## config.mk

```make
export PLATFORM = sky130hd
export DESIGN_NAME = vva_delay
export DESIGN_NICKNAME = d
export VERILOG_FILES = /design/src/rtl/velocity_verlet_atom_update_macros.svh /design/src/rtl/vva_delay.sv
export SDC_FILE = /design/constraint.sdc
export NUM_CORES = 1
export LEC_CHECK = 0
export CELL_PAD_IN_SITES_DETAIL_PLACEMENT = 0
export CELL_PAD_IN_SITES_GLOBAL_PLACEMENT = 1
export CORE_MARGIN = 2
export CORE_UTILIZATION = 45
export DETAILED_ROUTE_END_ITERATION = 10
export DONT_BUFFER_PORTS = 1
export GPL_ROUTABILITY_DRIVEN = 0
export GPL_TIMING_DRIVEN = 0
export PLACE_DENSITY_LB_ADDON = 0.1
export REMOVE_ABC_BUFFERS = 1
export SLEW_MARGIN = 0
export SYNTH_ARGS = -nofsm -noshare
export SYNTH_HDL_FRONTEND = slang
export SYNTH_SLANG_ARGS = --single-unit
```

## constraint.sdc

```tcl
create_clock -name clock -period 0.8 [get_ports clock]
set_input_delay 0.04 -clock clock [delete_from_list [all_inputs] [get_ports clock]]
set_output_delay 0.04 -clock clock [all_outputs]
set_load 0.05 [all_outputs]
```

## src/rtl/velocity_verlet_atom_update_macros.svh

```systemverilog
// Assertion macros shared by the velocity Verlet atom update block
`ifndef VELOCITY_VERLET_ATOM_UPDATE_MACROS_SVH
`define VELOCITY_VERLET_ATOM_UPDATE_MACROS_SVH

// Same-cycle implication, disabled during reset
`define VVA_ASSERT_SAME(lbl, clk, rst, ante, cons, msg) \
   lbl: assert property (@(posedge clk) disable iff (rst) (ante) |-> (cons)) else $error(msg);

// Next-cycle implication, disabled during reset
`define VVA_ASSERT_NEXT(lbl, clk, rst, ante, cons, msg) \
   lbl: assert property (@(posedge clk) disable iff (rst) (ante) |=> (cons)) else $error(msg);

`endif

```

## src/rtl/vva_delay.sv

```systemverilog
// Enabled shift line that delays a payload by a fixed number of stages
module vva_delay #(
   parameter int WIDTH = 32,
   parameter int DEPTH = 1
) (
   input  logic             clock,
   input  logic             en,
   input  logic [WIDTH-1:0] din,
   output logic [WIDTH-1:0] dout
);

   logic [WIDTH-1:0] pipe_ff [0:DEPTH-1];

   always_ff @(posedge clock) begin
      if (en) begin
         pipe_ff[0] <= din;
         for (int k = 1; k < DEPTH; k++) begin
            pipe_ff[k] <= pipe_ff[k-1];
         end
      end
   end

   assign dout = pipe_ff[DEPTH-1];

endmodule

```

* Word-level counts from Yosys, hierarchy flattened
Memories as Yosys holds them, arrays and structs flattened. Cells that the tools add are included.
Word-level totals: RAM bits 32, bits in latches 0, bits in registers 0, memories 1, memory bits (read-only) 0, output and inout bits 32, input port bits 34
Memory list:
- pipe_ff | words 1, width 32, read ports 1, clocked after memory_dff 0, wr ports 1, RTL line vva_delay.sv:12 | logic [WIDTH-1:0] pipe_ff [0:DEPTH-1];
Operators by class: shift operators 0, bitwise gates (word level) 0, order comparisons 0, $mul 0, $add $sub $neg 0, mux-type cells 2, equality and inequality tests 0, reductions and logical operators 0, div/mod/pow operators 0
Operator list (number):
- two-way mux 1 bit | 2

* Longest topological paths before layout
word-level depth 2, gate-level depth with buffers 0, gate-level depth less buffers 0

* Least setup slack after synthesis
No wires, ideal clock.
path type register -> output, start point mem pipe_ff[0][0], end point out dout[0], path buffers 0, stages on the path, launching flop included 1, arrival 0.601 ns, data required time 0.760 ns, setup slack 0.159 ns, cells stage by stage edfxtp_1
On the way: cells in the longest elaborated chain, start to end 1
Ends and longest elaborated chain:
- start, declared | RTL line vva_delay.sv:12
- memory (1 x 32 bit)
- end, declared | RTL line vva_delay.sv:9 | output logic [WIDTH-1:0] dout
Every way passes these cells.

* Worst setup path in the final report
start point mem pipe_ff[0][4], end point out dout[4]
The elaborated chain is that of the path after synthesis.

==> impl_metrics.json <==
{
  "initial_core_util": 0.485,
  "met1_length_um": 483,
  "violations": "hold timing, setup timing",
  "num_rows": 16,
  "globalRouteOverflowTotal": 0,
  "dieArea_um2": 2520,
  "p_leak_nw": 0.479,
  "grt_pass1_vias": 410,
  "timing.fmax_ghz": 0.990,
  "dr.max_layer_used": "met3",
  "hold_depth": 0,
  "status": "complete, but fails checks",
  "async_reset_ff_frac": 0,
  "viasPerCell": 4.59,
  "cts_buffers": 5,
  "worst_pin_slew_ns": 0.479,
  "drive_gt1_frac": 0.0972,
  "synth_top_cells_by_count": "edfxtp_1 (32)",
  "routed_wl_um": 1500,
  "critPathArrivalTime_ns": 0.97,
  "area_delta_synth_final_pct": 42.2,
  "antenna_found_initial": 0,
  "period_share": 1.26,
  "io_pins": 66,
  "core_um2": 1980,
  "multiInputGateArea_um2": 0,
  "ys_ff_latch": 32,
  "hp-class": "input port to flop",
  "finish.utilization": 0.689,
  "relSlewSlack": 0.681,
  "synth_most_common_cell": "edfxtp_1",
  "firstDrtPassIters": 3,
  "cts_buffer_depth": 2,
  "die_h_um": 50.2,
  "root_buffer": "clkbuf_4",
  "max_cap_violations": 0,
  "post_drt_wl_per_cell_um": 15.1,
  "yosys.area.top_type": "edfxtp_1",
  "crit_type": "flop to primary output",
  "ys_seq_area_frac": 1.00,
  "largest_reg_flops": 32,
  "multi_input_cells": 0,
  "fin_nets": 105,
  "netlist_area_um2": 961,
  "crit_cells": 0,
  "drc": 0,
  "grt_max_degree": 33,
  "hold_viol": 32,
  "synth_ff_type": "edfxtp_1",
  "cp-start-kind": "flop",
  "crit_end": "dout[4]",
  "reg.largest.list": "pipe_ff: 32 flops",
  "synth_area_per_cell_um2": 30.0,
  "clk_pin_slew_worst_paths_ns": 0.09,
  "ant_nets": 0,
  "ys_warn_count": 0,
  "grt_setup_unrepaired": "yes",
  "chipWidth_um": 50.2,
  "total_power_mw": 3.41,
  "drtIter0Drc": 1,
  "crit_fanout": 1,
  "final_max_slew_viol_count": 0,
  "htree_levels": 2,
  "cts_tree": "done",
  "grtUsageTotal": 0.121,
  "io_buffer_count": 0,
  "period_needed_ns": 1.01,
  "grt_pass1_wl_um": 2020,
  "dr_wl_met2_um": 831,
  "filler_cell_count": 129,
  "cts_resized": 0,
  "synth_edf_count": 32,
  "layout_setup_ws_ns": -0.210,
  "regMostFlops": "pipe_ff",
  "hold_buffers": 32,
  "powerDensity_nw_per_um2": 2500,
  "ys_top_cells_by_area": "edfxtp_1 (100%)",
  "fin_tns_setup_ns": -6.20,
  "num_vias": 454,
  "ir_worst_vdd_uv": 1620,
  "synth.distinct_cells": 1,
  "cp.required_ns": 0.76,
  "crit_path_end_kind": "primary output",
  "antenna_cells": 0,
  "startpoint": "pipe_ff[0][4]",
  "holdWs_ns": -0.170,
  "synth_top_area_frac": 1.00,
  "clock_sinks": 32,
  "syn_inst": 32,
  "cts_setup_buffers": 0,
  "wl_met3_um": 182,
  "setup_viol": 32
}
-- power by group --
| group | switching, mW | total [mW] | leakage [nW] | internal, mW |
|---|---|---|---|---|
| Sequential | 0.505 | 2.51 | 0.313 | 2.00 |
| Combinational | 0.0213 | 0.125 | 0.134 | 0.103 |
| Clock | 0.459 | 0.780 | 0.0324 | 0.321 |
| Total | 0.985 | 3.41 | 0.479 | 2.43 |
-- worst min path at each step --
stage                       start             end  slack [ns]
after global placement     din[3]   pipe_ff[0][3]        0.14
after global routing           en  pipe_ff[0][27]       -0.20
after floorplan            din[0]   pipe_ff[0][0]        0.14
after CTS                      en  pipe_ff[0][27]       -0.19
after detailed placement  din[15]  pipe_ff[0][15]        0.14
final                          en  pipe_ff[0][27]       -0.17
-- per-layer routing --
layer,vias up,GRT usage
li1,207,-
met4,0,0.0417
met2,41,0.208
met5,-,0
met3,0,0.0982
met1,206,0.0989
-- area by class of cell --
type	instances	area, um2	area share
flip-flops and latches	32	961	0.703
well taps	27	33.8	0.0247
clock inverters	3	13.8	0.0101
repair buffers	32	320	0.234
clock buffers	5	37.5	0.0275
-- through the flow --
stage	instance area, um2	worst slack (ns)	instances	hold WS [ns]
floorplan	961	0.159	32	0.139
global placement	995	0.141	59	0.139
detailed placement	995	0.135	59	0.139
CTS	1370	-0.226	99	-0.186
global route	1370	-0.249	99	-0.200
finish	1370	-0.210	99	-0.170
-- cells by family (layout without fill, tap and decap cells) --
family                 Yosys count  count (layout)  synth area share
DFF                             32              32              1.00
buffers and inverters            0              40                 0
-- layout by cell type (no fill, tap or decap) --
cell type,n
edfxtp_1,32
clkinv_1,1
clkinv_2,2
dlygate4sd3_1,32
clkbuf_4,5
No activity file was read; power rests on OpenSTA's default activity.
