===== config.mk =====
export PLATFORM = sky130hd
export DESIGN_NAME = vva_fxmul
export DESIGN_NICKNAME = d
export VERILOG_FILES = /design/src/rtl/velocity_verlet_atom_update_macros.svh /design/src/rtl/vva_fxmul.sv
export SDC_FILE = /design/constraint.sdc
export NUM_CORES = 2
export LEC_CHECK = 0
export BUFFER_PORTS_ARGS = -buffer_cell sky130_fd_sc_hd__buf_2
export CORE_ASPECT_RATIO = 0.8
export CORE_MARGIN = 5
export CORE_UTILIZATION = 40
export CTS_BUF_LIST = sky130_fd_sc_hd__clkbuf_2
export CTS_CLUSTER_DIAMETER = 50
export CTS_CLUSTER_SIZE = 12
export DETAILED_ROUTE_END_ITERATION = 16
export GPL_TIMING_DRIVEN = 0
export SLEW_MARGIN = 20
export SYNTH_ARGS = -nofsm -noshare
export SYNTH_HDL_FRONTEND = slang
export SYNTH_SLANG_ARGS = --single-unit

===== constraint.sdc =====
create_clock -name clock -period 8.7 [get_ports clock]
set_input_delay 0.435 -clock clock [delete_from_list [all_inputs] [get_ports clock]]
set_output_delay 0.435 -clock clock [all_outputs]
set_load 0.03 [all_outputs]

===== src/rtl/velocity_verlet_atom_update_macros.svh =====
// Assertion macros shared by the velocity Verlet atom update block
`ifndef VELOCITY_VERLET_ATOM_UPDATE_MACROS_SVH
`define VELOCITY_VERLET_ATOM_UPDATE_MACROS_SVH

// Same-cycle implication, disabled during reset
`define VVA_ASSERT_SAME(lbl, clk, rst, ante, cons, msg) \
   lbl: assert property (@(posedge clk) disable iff (rst) (ante) |-> (cons)) else $error(msg);

// Next-cycle implication, disabled during reset
`define VVA_ASSERT_NEXT(lbl, clk, rst, ante, cons, msg) \
   lbl: assert property (@(posedge clk) disable iff (rst) (ante) |=> (cons)) else $error(msg);

`endif


===== src/rtl/vva_fxmul.sv =====
// Three-stage fixed point multiply with round half away from zero and saturation
module vva_fxmul #(
   parameter int WORD_BITS = 32,
   parameter int FRAC_BITS = 16
) (
   input  logic                        clock,
   input  logic                        en,
   input  logic signed [WORD_BITS-1:0] a_i,
   input  logic        [WORD_BITS-2:0] b_i,
   output logic signed [WORD_BITS-1:0] p_o
);

   localparam int W  = WORD_BITS;
   localparam int PW = 2 * W - 1;
   localparam logic [2*W-1:0] LIM_NEG = (2 * W)'(1) << (W - 1);
   localparam logic [2*W-1:0] LIM_POS = LIM_NEG - (2 * W)'(1);
   localparam logic [2*W-1:0] HALF    = (2 * W)'(1) << (FRAC_BITS - 1);

   logic [W-1:0]        amag_ff, amag_in;
   logic                neg1_ff, neg1_in;
   logic [W-2:0]        b_ff;
   logic [PW-1:0]       prod_ff, prod_in;
   logic                neg2_ff;
   logic signed [W-1:0] res_ff, res_in;

   logic [2*W-1:0] sum;
   logic [2*W-1:0] shifted;
   logic [2*W-1:0] lim;
   logic [2*W-1:0] mag;

   assign neg1_in = a_i[W-1];
   assign amag_in = a_i[W-1] ? W'(-a_i) : W'(a_i);
   assign prod_in = PW'(amag_ff) * PW'(b_ff);

   always_comb begin
      sum     = {1'b0, prod_ff} + HALF;
      shifted = sum >> FRAC_BITS;
      lim     = neg2_ff ? LIM_NEG : LIM_POS;
      mag     = (shifted > lim) ? lim : shifted;
      res_in  = neg2_ff ? -W'(mag) : W'(mag);
   end

   always_ff @(posedge clock) begin
      if (en) begin
         amag_ff <= amag_in;
         neg1_ff <= neg1_in;
         b_ff    <= b_i;
         prod_ff <= prod_in;
         neg2_ff <= neg1_ff;
         res_ff  <= res_in;
      end
   end

   assign p_o = res_ff;

endmodule


After elaboration in Yosys (flattened, before gate mapping). Cells that the tools add are included.

Output and inout port bits: 32. Input bits: 65. Bits in registers: 160.

Mux-type cells: 4. $add $sub $neg: 3. Magnitude comparators: 1. $mul: 1.

Operators by type and width (count): two-way mux 32 bit (3); adder 63 x 16 -> 64 bit, second input constant (1); negation 32 bit (2); multiplier 32 x 31 -> 63 bit (1); greater-than comparator 48 x 32 -> 1 bit (1); two-way mux 31 bit (1).

Depth between registers and ports, before layout.
Depth after elaboration: 5. Gate-level depth with buffers: 29. Depth with buffers taken out: 28.

Worst setup path after synthesis. Ideal clock, no wire load.

Path type: register to register. From: register b_ff[4]. To: register prod_ff[49], data pin. Slack: 1.251 ns. Setup time: 0.259 ns. Clock period less this slack: 7.449 ns. Data arrival time: 7.190 ns. Stages on the path, launching flop included: 27. Path through: edfxtp_1 clkbuf_1 and2_1 fa_1 fa_1 fa_1 inv_1 fa_1 inv_1 fa_1 inv_1 fa_1 inv_1 fa_1 inv_1 fa_1 inv_1 ha_1 nand2_1 a2111o_1 o21a_1 o31a_1 o211a_1 nor3_1 o21a_1 nor2_1 xnor2_1.

Longest elaborated chain between the ends: 1.

RTL lines: start, declared (line vva_fxmul.sv:21) `logic [W-2:0] b_ff;`; start signal, assigned (line vva_fxmul.sv:47) `b_ff <= b_i;`; multiplier 32 x 31 -> 63 bit (line vva_fxmul.sv:33) `assign prod_in = PW'(amag_ff) * PW'(b_ff);`; net prod_in[49] (line vva_fxmul.sv:22) `logic [PW-1:0] prod_ff, prod_in;`; end signal, assigned (line vva_fxmul.sv:48) `prod_ff <= prod_in;`; end, declared (line vva_fxmul.sv:22).

The timed path passes the listed nets, and every way through them passes these cells. A chain may end at the register's enable or synchronous reset.

Worst setup path in the final report.
From: register amag_ff[17]. To: register prod_ff[62], data pin.

Longest elaborated chain between the ends: 1.

RTL lines: start, declared (line vva_fxmul.sv:19) `logic [W-1:0] amag_ff, amag_in;`; start signal, assigned (line vva_fxmul.sv:45) `amag_ff <= amag_in;`; multiplier 32 x 31 -> 63 bit (line vva_fxmul.sv:33); net prod_in[62] (line vva_fxmul.sv:22).

The timed path passes the listed nets, and every way through them passes these cells.

==> reports/results.tsv <==
stage	metric	value	unit
run_status	status	completed	
global_routing	overflow	0	
cells_and_area	final_common_cell	inv_1	
global_routing	grt_max_degree	90	
sta	finalCritPeriodShare	98.2	%
routing	drc_errors	0	
critical_path	path_class	register to register	
global_routing	grt_pass1_wl	201000	µm
floorplan	die_y	292	µm
logic_synthesis	syn_area	39600	µm²
clocking	cts.sinks	145	
global_routing	grt_usage	25.8	%
clocking	root_buffer	clkbuf_2	
routing	dr.first_iter.drc_count	2682	
routing	vias	30800	
placement	dp_hpwl	112000	µm
sta	fmax	117	MHz
cells_and_area	drive_above_1_share	6.64	%
sta	fin_skew	0.116	ns
clocking	clk_pin_slew_worst_paths	0.40	ns
floorplan	die-area	106000	µm²
routing	dr.pass1.iters	5	
sta	whs	0.230	ns
floorplan	start_util	40.2	%
critical_path	path_max_fanout	10	
cells_and_area	final_cell_mix	897 x inv_1, 865 x fa_1, 546 x nand2_1	
clocking	clk_path_buf_depth	2	
cells_and_area	synthToLayoutAreaGrowth	11.2	%
min_path	hp-class	input pin to register	
floorplan	num_io_pins	97	
placement	portBuffers	96	
sta	worstMarginPinSlew	1.06	ns
logic_synthesis	post_synth_num_cell_types	77	
critical_path	critPathLaunchType	register	
clocking	cts_made_buffers	17	
logic_synthesis	syn_avg_cell_area	9.44	µm²
sta	slew_headroom	29.3	%
sta	fin_crit	8.54	ns
routing	drtAntennaViolNets	0	
floorplan	fp.dieW	362	µm
critical_path	cp.required	9.68	ns
critical_path	end_kind	register	
logic_synthesis	syn_inst	4201	
logic_synthesis	synth_edf_count	145	
sta	drv_slew	0	
logic_synthesis	yosysWarnings	0	
placement	place.gp.congestion	0.980	
logic_synthesis	synth_seq_cells	145	
floorplan	rows	103	
routing	viasPerCell	5.29	
routing	wl	134000	µm
cells_and_area	fillerInstances	9645	
cells_and_area	seqCellArea	4350	µm²
logic_synthesis	synth-async-reset-ratio	0	%
job	drv_cap	0	
global_routing	antenna_found_initial	15	
cells_and_area	layout.nets	5709	
clocking	clk_latency	1.28	ns
sta	rsz0062_at_grt	true	
cells_and_area	multiInputGateArea	31100	µm²
critical_path	cp.arrival	9.52	ns
logic_synthesis	syn-num-nets	5419	
routing	routedWlPerCell	22.9	µm
clocking	tritoncts	yes	
sta	tns	0	ns
sta	hold_violations	0	
logic_synthesis	synth-main-ff-cell	edfxtp_1	
clocking	htree_levels	4	
global_routing	grt_pass1_vias	31900	
floorplan	fp.coreArea	98600	µm²
logic_synthesis	yosysSeqAreaShare	11.0	%
sta	setup_viol	0	
[cells by family after synthesis]
logic type,after synthesis,share of synthesized area (%)
buf+inv,1119,10.7
mux,11,0.284
xor+xnor,123,2.74
flops,145,11.0
fa+ha+maj,1153,52.8
compound gates,321,5.24
simple gates,1329,17.3
[layout make-up]
cell class                 count  share of cell area (%)
inverter                     898                    7.64
multi-input combinational   2937                    70.6
buffer                       216                    2.22
antenna                        9                  0.0511
clock buffer                  17                   0.193
tap                         1312                    3.72
sequential                   145                    9.87
clock inverter                15                   0.440
timing repair buffer         276                    5.23
[state kept, by name, summed over array words and instances (netlist names)]
name	count
amag_ff	32
neg1_ff	1
prod_ff	48
b_ff	31
neg2_ff	1
p_o	32
[per-stage QoR]
stage | instances | setup slack (ns) | util (%) | cell area, µm²
6_report | 5825 | 0.160 | 44.7 | 44100
5_1_grt | 5821 | -0.0294 | 44.7 | 44100
4_1_cts | 5811 | 0.0127 | 44.5 | 43900
3_5_place_dp | 5610 | -0.995 | 42.4 | 41800
3_3_place_gp | 5609 | -0.956 | 42.4 | 41800
2_1_floorplan | 4201 | 1.25 | - | 39600
[layer usage]
| metal | share of wire [%] | vias up | global-route usage, % | routed length (µm) |
|---|---|---|---|---|
| li1 | - | 13300 | - | - |
| met1 | 41 | 15900 | 36.0 | 55300 |
| met2 | 43 | 1451 | 38.5 | 58000 |
| met3 | 11 | 244 | 7.60 | 14900 |
| met4 | 4.0 | 4 | 8.67 | 5290 |
| met5 | 0.022 | - | 0 | 29 |
[final timing paths]
check | cells after the start | startpoint | slack [ns] | end
worst max-delay path | 24 | amag_ff[17]$_DFFE_PP_ | 0.16 | prod_ff[62]$_DFFE_PP_
worst min-delay path | 2 | en | 0.23 | b_ff[12]$_DFFE_PP_
worst max register to register | 24 | amag_ff[17]$_DFFE_PP_ | 0.16 | prod_ff[62]$_DFFE_PP_
worst min register to register | 0 | neg1_ff$_DFFE_PP_ | 0.50 | neg2_ff$_DFFE_PP_
[synthesized netlist by cell type (7+ instances only)]
master | n | area (µm²)
inv_1 | 897 | 3370
fa_1 | 865 | 17300
nand2_1 | 546 | 2050
and2_1 | 528 | 3300
ha_1 | 288 | 3600
clkbuf_1 | 208 | 781
edfxtp_1 | 145 | 4350
a21oi_1 | 92 | 460
xnor2_1 | 85 | 744
o21ai_0 | 73 | 365
nor2_1 | 52 | 195
a21o_1 | 51 | 383
nand3_1 | 45 | 225
xor2_1 | 37 | 324
nand4_1 | 31 | 194
nor3_1 | 27 | 135
or3_1 | 21 | 131
and3_1 | 15 | 93.8
o31ai_1 | 14 | 105
and4_1 | 12 | 105
o21a_1 | 10 | 75.1
a211oi_1 | 9 | 67.6
a31oi_1 | 9 | 56.3
mux2i_1 | 9 | 90.1
nand2b_1 | 8 | 50.1
buf_2 | 7 | 35.0
nor4_1 | 7 | 43.8
[worst max-delay path, cell delays in order, from the launching register on]
cell,delay (ns)
edfxtp_1,0.54
clkbuf_1,0.56
and2_1,0.27
fa_1,0.46
fa_1,0.60
inv_1,0.08
fa_1,0.52
fa_1,0.52
inv_1,0.06
fa_1,0.55
fa_1,0.42
fa_1,0.60
inv_1,0.09
fa_1,0.49
inv_1,0.04
ha_1,0.39
nand4_1,0.26
or3_1,0.46
nor3_4,0.26
o2111a_2,0.32
o31ai_4,0.11
o31ai_4,0.29
o22a_1,0.21
a21oi_1,0.10
xnor2_1,0.13
[timing repair]
action                                 CTS  global route
gates resized for setup                 60           143
hold buffers                           155             0
pin swaps                                0             3
setup endpoints to repair               26            21
endpoints found under the hold margin  209             0
setup buffers                           14             9
Power is left out: the tool's default activity adds up to more than one toggle a clock period on the data nets, which glitch-free logic cannot reach.
